<file path="src/rtl/slt_pkg.sv">
package slt_pkg;

  localparam int unsigned OpcodeW = 2;
  localparam int unsigned ValueW  = 32;
  localparam int unsigned PosW    = 4;
  localparam int unsigned CountW  = 5;
  localparam int unsigned StatusW = 2;

  typedef enum logic [OpcodeW-1:0] {
    OP_INSERT = 2'd0,
    OP_DELETE = 2'd1,
    OP_FIND   = 2'd2,
    OP_RANGE  = 2'd3
  } opcode_e;

  typedef enum logic [StatusW-1:0] {
    ST_DONE      = 2'd0,
    ST_NOT_FOUND = 2'd1,
    ST_FULL      = 2'd2,
    ST_EMPTY     = 2'd3
  } status_e;

endpackage

</file>
<file path="src/rtl/sorted_list_table.sv">
// Sorted table, one request at a time; busy is high from the accepting edge to the result.
// Each step through the table passes S_RD (registered table read) and S_CMP (one comparator);
// insert walks down from the end shifting larger entries up, then writes in S_PUT; a full
// table ends in S_SETUP. Delete/find scan up from the start; delete and range then move the
// later entries down. The next start is taken while done_o is high; the receiver cannot stall.
// Reset (async, active low) empties the table; entry storage itself is not cleared.
module sorted_list_table #(
  parameter int unsigned CAPACITY = 16
) (
  input  logic                              clk_i,
  input  logic                              rst_ni,
  input  logic                              start,
  output logic                              busy,
  input  logic [slt_pkg::OpcodeW-1:0]       opcode_i,
  input  logic signed [slt_pkg::ValueW-1:0] value_i,
  input  logic [slt_pkg::PosW-1:0]          range_low_i,
  input  logic [slt_pkg::PosW-1:0]          range_high_i,
  output logic                              done_o,
  output logic [slt_pkg::StatusW-1:0]       status_o,
  output logic [slt_pkg::PosW-1:0]          position_o,
  output logic [slt_pkg::CountW-1:0]        entry_count_o
);

  import slt_pkg::*;

  localparam int unsigned CW = $clog2(CAPACITY + 1);
  localparam int unsigned IW = $clog2(CAPACITY);
  localparam int unsigned XW = (CW > PosW) ? CW : PosW;

  localparam logic [2:0] S_IDLE  = 3'd0;
  localparam logic [2:0] S_SETUP = 3'd1;
  localparam logic [2:0] S_RD    = 3'd2;
  localparam logic [2:0] S_CMP   = 3'd3;
  localparam logic [2:0] S_PUT   = 3'd4;

  localparam logic [1:0] M_INS  = 2'd0;
  localparam logic [1:0] M_SCAN = 2'd1;
  localparam logic [1:0] M_MOVE = 2'd2;

  logic [2:0]               state_q, state_d;
  logic [1:0]               mode_q, mode_d;
  opcode_e                  op_q, op_d;
  logic signed [ValueW-1:0] val_q, val_d;
  logic [PosW-1:0]          lo_q, lo_d, hi_q, hi_d;
  logic [CW-1:0]            idx_q, idx_d, gap_q, gap_d, count_q, count_d;
  logic [IW-1:0]            pos_q, pos_d;
  status_e                  status_q, status_d;
  logic                     done_q, done_d;

  logic                     we;
  logic [IW-1:0]            waddr, raddr;
  logic [ValueW-1:0]        wdata, rdata;
  logic [CW-1:0]            rd_idx, nxt_idx, dst_idx;

  logic [PosW-1:0]          r_lo, r_hi;
  logic [XW-1:0]            cnt_x, r_hic, r_start;
  logic                     lt, eq;

  slt_store #(
    .Depth(CAPACITY),
    .AddrW(IW),
    .DataW(ValueW)
  ) u_store (
    .clk_i  (clk_i),
    .we_i   (we),
    .waddr_i(waddr),
    .wdata_i(wdata),
    .raddr_i(raddr),
    .rdata_o(rdata)
  );

  // shared comparator
  assign lt = val_q < $signed(rdata);
  assign eq = val_q == $signed(rdata);

  assign rd_idx  = (mode_q == M_INS) ? idx_q - CW'(1) : idx_q;
  assign raddr   = rd_idx[IW-1:0];
  assign nxt_idx = idx_q + CW'(1);
  assign dst_idx = idx_q - gap_q;

  // range bounds: order, then clamp to the last held entry
  assign r_lo    = (hi_q < lo_q) ? hi_q : lo_q;
  assign r_hi    = (hi_q < lo_q) ? lo_q : hi_q;
  assign cnt_x   = XW'(count_q);
  assign r_hic   = (XW'(r_hi) >= cnt_x) ? cnt_x - XW'(1) : XW'(r_hi);
  assign r_start = r_hic + XW'(1);

  always_comb begin
    state_d  = state_q;
    mode_d   = mode_q;
    op_d     = op_q;
    val_d    = val_q;
    lo_d     = lo_q;
    hi_d     = hi_q;
    idx_d    = idx_q;
    gap_d    = gap_q;
    count_d  = count_q;
    pos_d    = pos_q;
    status_d = status_q;
    done_d   = 1'b0;
    we       = 1'b0;
    waddr    = idx_q[IW-1:0];
    wdata    = rdata;

    case (state_q)
      S_IDLE: begin
        if (start) begin
          op_d     = opcode_e'(opcode_i);
          val_d    = value_i;
          lo_d     = range_low_i;
          hi_d     = range_high_i;
          pos_d    = '0;
          status_d = ST_DONE;
          state_d  = S_SETUP;
        end
      end
      S_SETUP: begin
        case (op_q)
          OP_INSERT: begin
            mode_d = M_INS;
            idx_d  = count_q;
            if (count_q >= CW'(CAPACITY)) begin
              status_d = ST_FULL;
              done_d   = 1'b1;
              state_d  = S_IDLE;
            end else if (count_q == '0) begin
              state_d = S_PUT;
            end else begin
              state_d = S_RD;
            end
          end
          OP_DELETE, OP_FIND: begin
            mode_d = M_SCAN;
            idx_d  = '0;
            if (count_q == '0) begin
              status_d = ST_NOT_FOUND;
              done_d   = 1'b1;
              state_d  = S_IDLE;
            end else begin
              state_d = S_RD;
            end
          end
          OP_RANGE: begin
            mode_d = M_MOVE;
            if (count_q == '0) begin
              status_d = ST_EMPTY;
              done_d   = 1'b1;
              state_d  = S_IDLE;
            end else if (XW'(r_lo) > r_hic) begin
              done_d  = 1'b1;
              state_d = S_IDLE;
            end else begin
              gap_d = CW'(r_start - XW'(r_lo));
              idx_d = CW'(r_start);
              if (r_start >= cnt_x) begin
                count_d = count_q - CW'(r_start - XW'(r_lo));
                done_d  = 1'b1;
                state_d = S_IDLE;
              end else begin
                state_d = S_RD;
              end
            end
          end
          default: begin
            state_d = S_IDLE;
          end
        endcase
      end
      S_RD: begin
        state_d = S_CMP;
      end
      S_CMP: begin
        case (mode_q)
          M_INS: begin
            if (lt) begin
              we    = 1'b1;
              wdata = rdata;
              idx_d = idx_q - CW'(1);
              state_d = (idx_q == CW'(1)) ? S_PUT : S_RD;
            end else begin
              state_d = S_PUT;
            end
          end
          M_SCAN: begin
            if (eq) begin
              pos_d = idx_q[IW-1:0];
              if (op_q == OP_FIND) begin
                done_d  = 1'b1;
                state_d = S_IDLE;
              end else begin
                mode_d = M_MOVE;
                gap_d  = CW'(1);
                idx_d  = nxt_idx;
                if (nxt_idx >= count_q) begin
                  count_d = count_q - CW'(1);
                  done_d  = 1'b1;
                  state_d = S_IDLE;
                end else begin
                  state_d = S_RD;
                end
              end
            end else if (nxt_idx >= count_q) begin
              status_d = ST_NOT_FOUND;
              done_d   = 1'b1;
              state_d  = S_IDLE;
            end else begin
              idx_d   = nxt_idx;
              state_d = S_RD;
            end
          end
          M_MOVE: begin
            we    = 1'b1;
            waddr = dst_idx[IW-1:0];
            wdata = rdata;
            if (nxt_idx >= count_q) begin
              count_d = count_q - gap_q;
              done_d  = 1'b1;
              state_d = S_IDLE;
            end else begin
              idx_d   = nxt_idx;
              state_d = S_RD;
            end
          end
          default: begin
            state_d = S_IDLE;
          end
        endcase
      end
      S_PUT: begin
        we      = 1'b1;
        wdata   = val_q;
        pos_d   = idx_q[IW-1:0];
        count_d = count_q + CW'(1);
        done_d  = 1'b1;
        state_d = S_IDLE;
      end
      default: begin
        state_d = S_IDLE;
      end
    endcase
  end

  always_ff @(posedge clk_i or negedge rst_ni) begin
    if (!rst_ni) begin
      state_q  <= S_IDLE;
      mode_q   <= M_INS;
      count_q  <= '0;
      done_q   <= 1'b0;
      status_q <= ST_DONE;
      pos_q    <= '0;
    end else begin
      state_q  <= state_d;
      mode_q   <= mode_d;
      count_q  <= count_d;
      done_q   <= done_d;
      status_q <= status_d;
      pos_q    <= pos_d;
    end
  end

  always_ff @(posedge clk_i) begin
    op_q  <= op_d;
    val_q <= val_d;
    lo_q  <= lo_d;
    hi_q  <= hi_d;
    idx_q <= idx_d;
    gap_q <= gap_d;
  end

  assign busy          = state_q != S_IDLE;
  assign done_o        = done_q;
  assign status_o      = status_q;
  assign position_o    = (status_q == ST_DONE) ? PosW'(pos_q) : '0;
  assign entry_count_o = CountW'(count_q);

  a_count_bound: assert property (@(posedge clk_i) disable iff (!rst_ni)
    count_q <= CW'(CAPACITY))
    else $error("entry count above capacity");

  a_busy_after_start: assert property (@(posedge clk_i) disable iff (!rst_ni)
    (start && !busy) |=> (busy && !done_o))
    else $error("request accepted but sequencer not running");

  a_full_status: assert property (@(posedge clk_i) disable iff (!rst_ni)
    (done_o && status_o == ST_FULL) |-> (count_q == CW'(CAPACITY)))
    else $error("full status with room left");

  a_insert_grows: assert property (@(posedge clk_i) disable iff (!rst_ni)
    (state_q == S_PUT) |=> (done_o && count_q == $past(count_q) + CW'(1)))
    else $error("insert did not add one entry");

endmodule

</file>
<file path="src/rtl/slt_store.sv">
module slt_store #(
  parameter int unsigned Depth = 16,
  parameter int unsigned AddrW = 4,
  parameter int unsigned DataW = 32
) (
  input  logic             clk_i,
  input  logic             we_i,
  input  logic [AddrW-1:0] waddr_i,
  input  logic [DataW-1:0] wdata_i,
  input  logic [AddrW-1:0] raddr_i,
  output logic [DataW-1:0] rdata_o
);

  logic [DataW-1:0] mem_q [Depth];
  logic [DataW-1:0] rdata_q;

  always_ff @(posedge clk_i) begin
    if (we_i) begin
      mem_q[waddr_i] <= wdata_i;
    end
    rdata_q <= mem_q[raddr_i];
  end

  assign rdata_o = rdata_q;

endmodule
</file>
<file path="config.mk">
export PLATFORM = sky130hd
export DESIGN_NAME = sorted_list_table
export DESIGN_NICKNAME = d
export VERILOG_FILES = /design/src/rtl/slt_pkg.sv /design/src/rtl/sorted_list_table.sv /design/src/rtl/slt_store.sv
export SDC_FILE = /design/constraint.sdc
export NUM_CORES = 1
export LEC_CHECK = 0
export BUFFER_PORTS_ARGS = -buffer_cell sky130_fd_sc_hd__buf_2
export CAP_MARGIN = 10
export CELL_PAD_IN_SITES_DETAIL_PLACEMENT = 1
export CELL_PAD_IN_SITES_GLOBAL_PLACEMENT = 1
export CORE_ASPECT_RATIO = 0.9
export CORE_MARGIN = 4
export CORE_UTILIZATION = 54
export DETAILED_ROUTE_END_ITERATION = 16
export PLACE_DENSITY_LB_ADDON = 0.25
export SYNTH_ARGS = -nofsm -noshare
export SYNTH_HDL_FRONTEND = slang
export SYNTH_HIERARCHICAL = 1
export SYNTH_SLANG_ARGS = --single-unit
</file>
<file path="constraint.sdc">
create_clock -name clk_i -period 6.5 [get_ports clk_i]
set_input_delay 0.65 -clock clk_i [delete_from_list [all_inputs] [get_ports clk_i]]
set_output_delay 0.65 -clock clk_i [all_outputs]
set_load 0.01 [all_outputs]
</file>
==> flow_summary.yaml, run 1 <==
flow_run:
  drv_cap: 0
pwr:
  peakVddDrop_mv: 0.639
  power_frac_clock: 0.216
  power_frac_comb: 0.442
  p_leak_nw: 10.1
  intPower_w: 0.0102
  p_sw_w: 0.00580
  switching_share: 0.362
  power_density_nw_per_um2: 552
  seq_power_share: 0.341
sta:
  hold_viol: 0
  whs_ns: 0.187
  slew_headroom: 0.216
  worstMarginPinSlew_ns: 1.18
  setup_tns_ns: 0
  period_needed_ns: 6.05
  skew_ns: 0.0332
  maxSlewViolCount: 0
  setup_viol: 0
  max_freq_mhz: 165
  final.period_utilization: 0.931
  rsz0062_at_grt: "no"
min_path:
  hold_class: "in2reg"
die:
  die_area_um2: 51100
  pin_count: 58
  num_rows: 75
  coreArea_um2: 46800
  initial_core_util: 0.548
  fp.dieH_um: 215
  die_w_um: 238
detailed_routing:
  dr.pass1.iters: 5
  ant_nets: 0
  drtIter0Drc: 1303
  num_vias: 14034
  wl_per_cell_um: 27.9
  routed_wl_um: 63200
  via_per_inst: 6.19
  drc: 0
global_route:
  grt.busiest_layer: "met2"
  grt.overflow.total: 0
  grt_util_met3: 0.0400
  met1_usage: 0.345
  track_usage: 0.250
  met2_usage: 0.423
  grt_pass1_wl_um: 95900
  grt_max_degree: 101
  grt_pass1_vias: 15146
  antenna_found_initial: 0
critical_path:
  endpoint_kind: "flop"
  critPathLaunchType: "flop"
  cp.required_ns: 7.01
  cp_max_fo: 9
  crit_arrival_ns: 6.56
  critPathKind: "reg2reg"
clock_tree:
  clock_tree.root_cell: "clkbuf_16"
  clock_sinks: 613
  clock_latency_ns: 0.63
  post_cts_buffers: 0
  htree_levels: 2
  cts_tree: "built"
  clockBufferDepth: 3
  cts_inserted_buffers: 58
  clk_pin_slew_worst_paths_ns: 0.06
synthesis:
  synthDistinctLibCells: 64
  synth-seq-cells: 613
  synth-edff-count: 564
  synthArstFlopShare: 0.0277
  synth_nets: 1622
  ys_warn_count: 6
  avgSynthCellArea_um2: 17.2
  ys.flop_type: "edfxtp_1"
  netlist_instances: 1488
  yosysSeqAreaShare: 0.702
  netlist_area_um2: 25700
placed_design:
  place_area_um2: 27100
  port_buffers: 57
  gp_congestion: 0.836
  hpwlAfterDp_um: 37100
finish:
  final_common_cell: "edfxtp_1"
  layout_common_cells: "564 x edfxtp_1, 128 x mux4_2, 98 x nand2_1, 85 x ha_1, 77 x inv_1"
  nFillCells: 4080
  n_antenna_cell: 0
  nets: 1737
  final_area_um2: 29000
  syn_to_final_growth_pct: 13.2
  drive_gt1_frac: 0.229
status:
  outcome: "finished, final reports clean"
-- metal layers --
metal | wire length (um) | share of wire | vias to the layer above
li1 | - | - | 6118
met1 | 26200 | 0.41 | 7378
met2 | 32100 | 0.51 | 459
met3 | 3740 | 0.059 | 79
met4 | 1230 | 0.019 | 0
met5 | 0 | 0 | -
-- cell families (layout without fill, tap and decap cells) --
group,count (synthesis),count (layout),share of synthesized area
adder cells (fa/ha/maj),89,89,0.0446
AND/OR/NAND/NOR,241,241,0.0436
flip-flops,613,613,0.702
multiplexers,143,143,0.119
buffers and inverters,144,309,0.0237
AO/OA/AOI/OAI,233,233,0.0586
XOR/XNOR,25,25,0.00917
-- cells in the mapped netlist (5+ instances only) --
library cell | n | area, um2
ha_1 | 85 | 1060
nand3_1 | 20 | 100
a22oi_1 | 68 | 510
nor3_1 | 17 | 85.1
o21ai_0 | 74 | 370
a21o_1 | 14 | 105
mux4_2 | 128 | 2880
xor2_1 | 11 | 96.3
mux2_2 | 6 | 67.6
nor2b_1 | 14 | 87.6
inv_1 | 77 | 289
dfxtp_1 | 32 | 641
nand4_1 | 8 | 50.1
xnor2_1 | 13 | 114
buf_1 | 11 | 41.3
mux2i_1 | 8 | 80.1
edfxtp_1 | 564 | 16900
nand2_1 | 98 | 368
dfrtp_1 | 17 | 425
a211oi_1 | 10 | 75.1
and2_1 | 5 | 31.3
a21oi_1 | 37 | 185
o211ai_1 | 6 | 45.0
nand2b_1 | 6 | 37.5
nor2_1 | 50 | 188
clkbuf_1 | 37 | 139
buf_4 | 11 | 82.6
-- area by class of cell --
class,instances,area (um2),area share
clock inverter,38,409,0.0141
clock buffer,72,1550,0.0535
tap,616,771,0.0265
multi-input combinational,731,7230,0.249
inverter,78,293,0.0101
sequential,613,18000,0.620
timing repair buffer,121,793,0.0273
-- critical path: stages, from the launching register on --
cell      delay [ns]
edfxtp_1        0.43
ha_1            0.30
nor3_1          0.21
a221o_2         0.26
mux2i_1         0.30
inv_1           0.07
ha_1            0.28
o21ai_0         0.07
o21ai_0         0.19
o211ai_2        0.24
a21oi_2         0.37
ha_1            0.31
xor2_1          0.36
ha_1            0.34
xor2_1          0.31
nand2_1         0.11
nor3b_1         0.15
ha_1            0.35
nor2b_1         0.15
o21ai_0         0.20
nor2b_1         0.21
or4_1           0.13
mux2i_1         0.05
or4_1           0.51
-- timing repair --
action                                 4_1_cts  5_1_grt
gates resized for setup                      0        2
endpoints found under the hold margin       17        0
setup endpoints to repair                    0        1
hold buffers                                 1        0
-- power groups by stage --
| stage | logic, W | clock network [W] | registers [W] |
|---|---|---|---|
| finish | 0.00709 | 0.00347 | 0.00547 |
| global route | 0.00777 | 0.00371 | 0.00551 |
| CTS | 0.00714 | 0.00353 | 0.00547 |
| detailed placement | 0.00707 | 0 | 0.00555 |
| global placement | 0.00677 | 0 | 0.00553 |
| floorplan | 0.00512 | 0 | 0.00548 |
-- through the flow --
stage | setup slack [ns] | power, W | utilization | cells
3_3_place_gp | 0.533 | 0.0123 | 0.578 | 2158
3_5_place_dp | 0.282 | 0.0126 | 0.578 | 2158
4_1_cts | 0.252 | 0.0161 | 0.620 | 2269
5_1_grt | 0.0366 | 0.0170 | 0.620 | 2269
2_1_floorplan | 0.956 | 0.0106 | - | 1488
6_report | 0.452 | 0.0160 | 0.620 | 2269
-- final timing paths --
kind / from / end / slack (ns) / cells after the start
max: hi_q[2] / entry_count_o[4] / 0.45 / 23
min: range_high_i[0] / hi_q[0] / 0.19 / 1
max reg2reg: hi_q[2] / entry_count_o[4] / 0.45 / 23
min reg2reg: pos_q[2] / pos_q[2] / 0.55 / 2
max in group asynchronous: rst_ni / status_o[0] / 5.66 / 2
min in group asynchronous: rst_ni / entry_count_o[3] / 0.50 / 2
-- sequential cells by signal, summed over array words and instances (netlist names) --
name and flops:
gap_q 5, entry_count_o 5, u_store/rdata_o 32, done_o 1
pos_q 4, val_q 32, idx_q 5, hi_q 4
op_q 2, mode_q 2, status_o 2, u_store/mem_q 512
lo_q 4, state_q 3
Note: power is estimated with default switching activity, not from simulation.
==> run 2: changes to the inputs <==
--- a/config.mk
+++ b/config.mk
@@ -5,7 +5,7 @@
 export SDC_FILE = /design/constraint.sdc
 export NUM_CORES = 1
 export LEC_CHECK = 0
-export BUFFER_PORTS_ARGS = -buffer_cell sky130_fd_sc_hd__buf_2
+export BUFFER_PORTS_ARGS = -buffer_cell sky130_fd_sc_hd__buf_4
 export CAP_MARGIN = 10
 export CELL_PAD_IN_SITES_DETAIL_PLACEMENT = 1
 export CELL_PAD_IN_SITES_GLOBAL_PLACEMENT = 1
@@ -14,6 +14,7 @@
 export CORE_UTILIZATION = 54
 export DETAILED_ROUTE_END_ITERATION = 16
 export PLACE_DENSITY_LB_ADDON = 0.25
+export REMOVE_ABC_BUFFERS = 1
 export SYNTH_ARGS = -nofsm -noshare
 export SYNTH_HDL_FRONTEND = slang
 export SYNTH_HIERARCHICAL = 1
==> run 2 against run 1 <==
Net effect: design area increased by 0.70%; highest routed layer unchanged; wire length increased by 3.3%; critical path depth increased by 2; largest power group unchanged.
==> flow_summary.yaml, run 2 (synthesis gave the netlist of run 1 again) <==
detailed_routing:
  via_per_inst: 6.30
  wl_per_cell_um: 28.7
  routed_wl_um: 65300
  ant_nets: 0
  drc: 0
  num_vias: 14314
  drtIter0Drc: 1416
  dr.pass1.iters: 5
global_route:
  grt_pass1_wl_um: 99400
  grt.overflow.total: 0
  grt_pass1_vias: 15624
  track_usage: 0.260
  antenna_found_initial: 0
  grt_max_degree: 129
finish:
  drive_gt1_frac: 0.231
  layout_common_cells: "564 x edfxtp_1, 128 x mux4_2, 121 x buf_4, 98 x nand2_1, 85 x ha_1"
  final_area_um2: 29300
  regMostFlops: "u_store/mem_q"
  fin_cells: 2273
  syn_to_final_growth_pct: 14.0
  largest_register_ff_count: 512
  n_antenna_cell: 0
  nets: 1741
  final_common_cell: "edfxtp_1"
sta:
  setup_tns_ns: 0
  slew_headroom: 0.199
  worstMarginPinSlew_ns: 1.20
  final.period_utilization: 0.915
  max_freq_mhz: 168
  maxSlewViolCount: 0
  period_needed_ns: 5.95
  hold_viol: 0
  whs_ns: 0.192
  skew_ns: 0.0214
  setup_viol: 0
clock_tree:
  clock_latency_ns: 0.63
  clk_pin_slew_worst_paths_ns: 0.07
  clock_tree.root_cell: "clkbuf_16"
  clock_sinks: 613
  cts_inserted_buffers: 59
  clockBufferDepth: 3
  post_cts_buffers: 0
  cts_tree: "built"
  htree_levels: 2
critical_path:
  crit_arrival_ns: 6.44
  timing.rr.start: "lo_q[3]"
  cp_max_fo: 9
  crit_family: "simple AND/OR/NAND/NOR gates"
  critPathLaunchType: "flop"
  reg2reg_depth: 25
  cp.required_ns: 7.00
  worst-path-buf-inv: 3
  cpMaxStageDelayCell: "or4_1"
  cpMostUsedCell: "ha_1"
  critPathMaxStageDelay_ns: 0.53
  setup.worst_path.start: "lo_q[3]"
  r2r_end: "entry_count_o[4]"
  endpoint_kind: "flop"
  critPathKind: "reg2reg"
  r2r_slack_ns: 0.55
pwr:
  power.total_w: 0.0162
  power_density_nw_per_um2: 554
  peakVddDrop_mv: 0.680
  p_leak_nw: 10.2
min_path:
  min_to: "val_q[13]"
  min_from: "value_i[13]"
  hold_class: "in2reg"
  hold_depth: 1
placed_design:
  port_buffers: 57
  place_inst: 2161
  place_area_um2: 27200
  gp_congestion: 0.850
  hpwlAfterDp_um: 38200
die:
  die_area_um2: 51100
  pin_count: 58
  initial_core_util: 0.548
  die_w_um: 238
  coreArea_um2: 46800
  fp.dieH_um: 215
  num_rows: 75
status:
  outcome: "finished, final reports clean"
flow_run:
  drv_cap: 0
run 2: changes by cell type in the layout (fill, tap and decap cells not counted), sizes merged:
cell / before / now
buf: 120 / 123
clkbuf: 72 / 83
clkinvlp: 3 / 1
clkinv: 26 / 19
bufinv: 7 / 6
run 2: power by group:
group          internal [W]  switching [W]  total (W)  leakage, nW
logic               0.00303        0.00416    0.00719         3.59
registers           0.00525       0.000245    0.00550         5.60
clock network       0.00204        0.00147    0.00351        0.982
run 2: cell type report:
| class | instances | area (um2) |
|---|---|---|
| flip-flops and latches | 613 | 18000 |
| fillers | 4085 | 17600 |
| multi-input cells | 731 | 7220 |
| clock buffers | 83 | 1670 |
| repair buffers | 124 | 958 |
| well taps | 616 | 771 |
| clock inverters | 28 | 337 |
| inverters | 78 | 293 |
run 2: what timing repair did:
| action | in CTS | in global routing |
|---|---|---|
| hold buffers | 1 | 0 |
| hold endpoints to repair | 17 | 0 |
| endpoints found under the setup margin | 0 | 1 |
| resized for setup | 0 | 1 |
run 2: routing by layer:
layer  share of wire  vias to the layer above  track usage
li1                -                     6117            -
met1            0.39                     7502        0.348
met2            0.52                      575        0.445
met3           0.063                      120       0.0433
met4           0.031                        0       0.0780
met5               0                        -            0
run 2: worst max path at each step:
stage                               to  slack [ns]  cells after the start
floorplan           u_store/rdata_o[0]       -6.03                      6
global placement      entry_count_o[4]        0.83                     24
detailed placement    entry_count_o[4]        0.52                     26
CTS                   entry_count_o[4]        0.48                     26
global route          entry_count_o[4]      -0.007                     25
finish                entry_count_o[4]        0.55                     25
run 2: stage by stage:
step / utilization / setup slack (ns)
finish: 0.625 / 0.553
global route: 0.625 / -0.00675
CTS: 0.625 / 0.484
detailed placement: 0.582 / 0.523
global placement: 0.582 / 0.830
floorplan: - / -6.03
==> run 3: changes to the inputs <==
--- a/config.mk
+++ b/config.mk
@@ -5,7 +5,7 @@
 export SDC_FILE = /design/constraint.sdc
 export NUM_CORES = 1
 export LEC_CHECK = 0
-export BUFFER_PORTS_ARGS = -buffer_cell sky130_fd_sc_hd__buf_4
+export BUFFER_PORTS_ARGS = -buffer_cell sky130_fd_sc_hd__buf_2
 export CAP_MARGIN = 10
 export CELL_PAD_IN_SITES_DETAIL_PLACEMENT = 1
 export CELL_PAD_IN_SITES_GLOBAL_PLACEMENT = 1
==> constraint.sdc (replaced) <==
create_clock -name clk_i -period 6.5 [get_ports clk_i]
set_input_delay 1.3 -clock clk_i [delete_from_list [all_inputs] [get_ports clk_i]]
set_output_delay 1.3 -clock clk_i [all_outputs]
set_load 0.01 [all_outputs]
==> run 3 against run 2 <==
Net effect: register-to-register slack about the same; global-route usage increased by 0.33 points; sequential share of layout area increased by 0.57 points; count of clock-buffer cells in the layout decreased by 7; largest power group unchanged; design area decreased by 0.92%; critical path type unchanged.
==> flow_summary.yaml, run 3 (synthesis gave the netlist of run 1 again) <==
detailed_routing:
  drc: 0
  wl_per_cell_um: 29.3
  drtIter0Drc: 1412
  routed_wl_um: 66400
  via_per_inst: 6.34
  dr.pass1.iters: 6
  num_vias: 14383
  ant_nets: 0
pwr:
  power_density_nw_per_um2: 552
  peakVddDrop_mv: 1.02
  power.total_w: 0.0160
  p_leak_nw: 10.0
sta:
  skew_ns: 0.0152
  rsz0062_at_grt: "no"
  setup_viol: 0
  max_freq_mhz: 169
  worstMarginPinSlew_ns: 1.22
  hold_viol: 0
  slew_headroom: 0.187
  maxSlewViolCount: 0
  final.period_utilization: 0.913
  whs_ns: 0.542
  period_needed_ns: 5.93
  setup_ws_ns: 0.566
clock_tree:
  clk_pin_slew_worst_paths_ns: 0.06
  htree_levels: 2
  cts_inserted_buffers: 59
  clock_latency_ns: 0.62
  clockBufferDepth: 3
  holdBufCountCts: 0
  post_cts_buffers: 0
  cts_tree: "built"
  clock_tree.root_cell: "clkbuf_16"
  clock_sinks: 613
critical_path:
  critPathMaxStageDelay_ns: 0.51
  crit_family: "simple AND/OR/NAND/NOR gates"
  critPathLaunchType: "flop"
  crit_arrival_ns: 6.43
  r2r_slack_ns: 0.57
  worst-path-buf-inv: 2
  cpMaxStageDelayCell: "or4_1"
  cp.required_ns: 6.99
  critPathKind: "reg2reg"
  cp_max_fo: 9
  cpMostUsedCell: "ha_1"
  worstPathCellList: "inv_1 > ha_1 > inv_1 > a221o_2 > mux2i_1 > ha_1 > nor3b_1 > o21ai_0 > o211ai_2 > nor2_1 > a21oi_2 > ha_1 > xor2_1 > ha_1 > xor2_2 > nand2_1 > nor3b_1 > ha_1 > nor2b_1 > o21ai_0 > nor2b_1 > or4_1 > mux2i_1 > or4_1"
  endpoint_kind: "flop"
global_route:
  antenna_found_initial: 0
  track_usage: 0.264
  grt_max_degree: 129
  grt.overflow.total: 0
  grt_pass1_wl_um: 100000
  grt_pass1_vias: 15542
finish:
  largest_register_ff_count: 512
  fin_cells: 2267
  nFillCells: 4102
  syn_to_final_growth_pct: 13.0
  layout_common_cells: "564 x edfxtp_1, 128 x mux4_2, 98 x nand2_1, 85 x ha_1, 77 x inv_1"
  n_antenna_cell: 0
  postLayoutCoreUtil: 0.619
  drive_gt1_frac: 0.230
  final_common_cell: "edfxtp_1"
  regMostFlops: "u_store/mem_q"
  nets: 1736
die:
  num_rows: 75
  pin_count: 58
  coreArea_um2: 46800
  die_area_um2: 51100
  initial_core_util: 0.548
  fp.dieH_um: 215
  die_w_um: 238
placed_design:
  gp_congestion: 0.849
  dp_slack_ns: 0.277
  hpwlAfterDp_um: 38500
  place_inst: 2157
  port_buffers: 57
min_path:
  hold_class: "reg2reg"
status:
  outcome: "finished, final reports clean"
flow_run:
  drv_cap: 0
==> run 3: metrics by stage <==
step	setup TNS (ns)	area, um2
2_1_floorplan	-193.02	25300
3_3_place_gp	0	27100
3_5_place_dp	0	27100
4_1_cts	0	29000
5_1_grt	0	29000
6_report	0	29000
==> run 3: where the power goes <==
part / switching [W] / internal (W) / leakage (nW)
combinational: 0.00415 / 0.00301 / 3.52
clock: 0.00148 / 0.00188 / 0.910
sequential: 0.000242 / 0.00525 / 5.60
total: 0.00587 / 0.0101 / 10.0
==> run 3: final timing paths <==
check,start,end,depth (start not counted)
max,lo_q[3],entry_count_o[4],24
min,pos_q[0],pos_q[0],2
max reg2reg,lo_q[3],entry_count_o[4],24
min reg2reg,pos_q[0],pos_q[0],2
max in group asynchronous,rst_ni,pos_q[1],1
min in group asynchronous,rst_ni,done_o,1
==> run 3: cell type report <==
type / instances / area, um2 / share of cell area
multi-input cells: 731 / 7230 / 0.250
well taps: 616 / 771 / 0.0266
inverters: 78 / 293 / 0.0101
flip-flops and latches: 613 / 18000 / 0.621
clock buffers: 76 / 1570 / 0.0542
clock inverters: 34 / 313 / 0.0108
repair buffers: 119 / 801 / 0.0276
==> run 3: layer usage <==
metal / vias to the layer above / track usage / share of wire
li1: 6114 / - / -
met1: 7525 / 0.362 / 0.40
met2: 613 / 0.441 / 0.50
met3: 131 / 0.0354 / 0.062
met4: 0 / 0.0915 / 0.035
met5: - / 0 / 0
==> run 3: timing repair <==
item                                    4_1_cts  5_1_grt
hold endpoints to repair                      0        0
gates resized for setup                       0        3
endpoints found under the setup margin        0        1
==> run 3: tightest hold or removal path: stages (launching register included) <==
cell	delay, ns
dfrtp_1	0.32
inv_1	0.05
o21ai_0	0.14
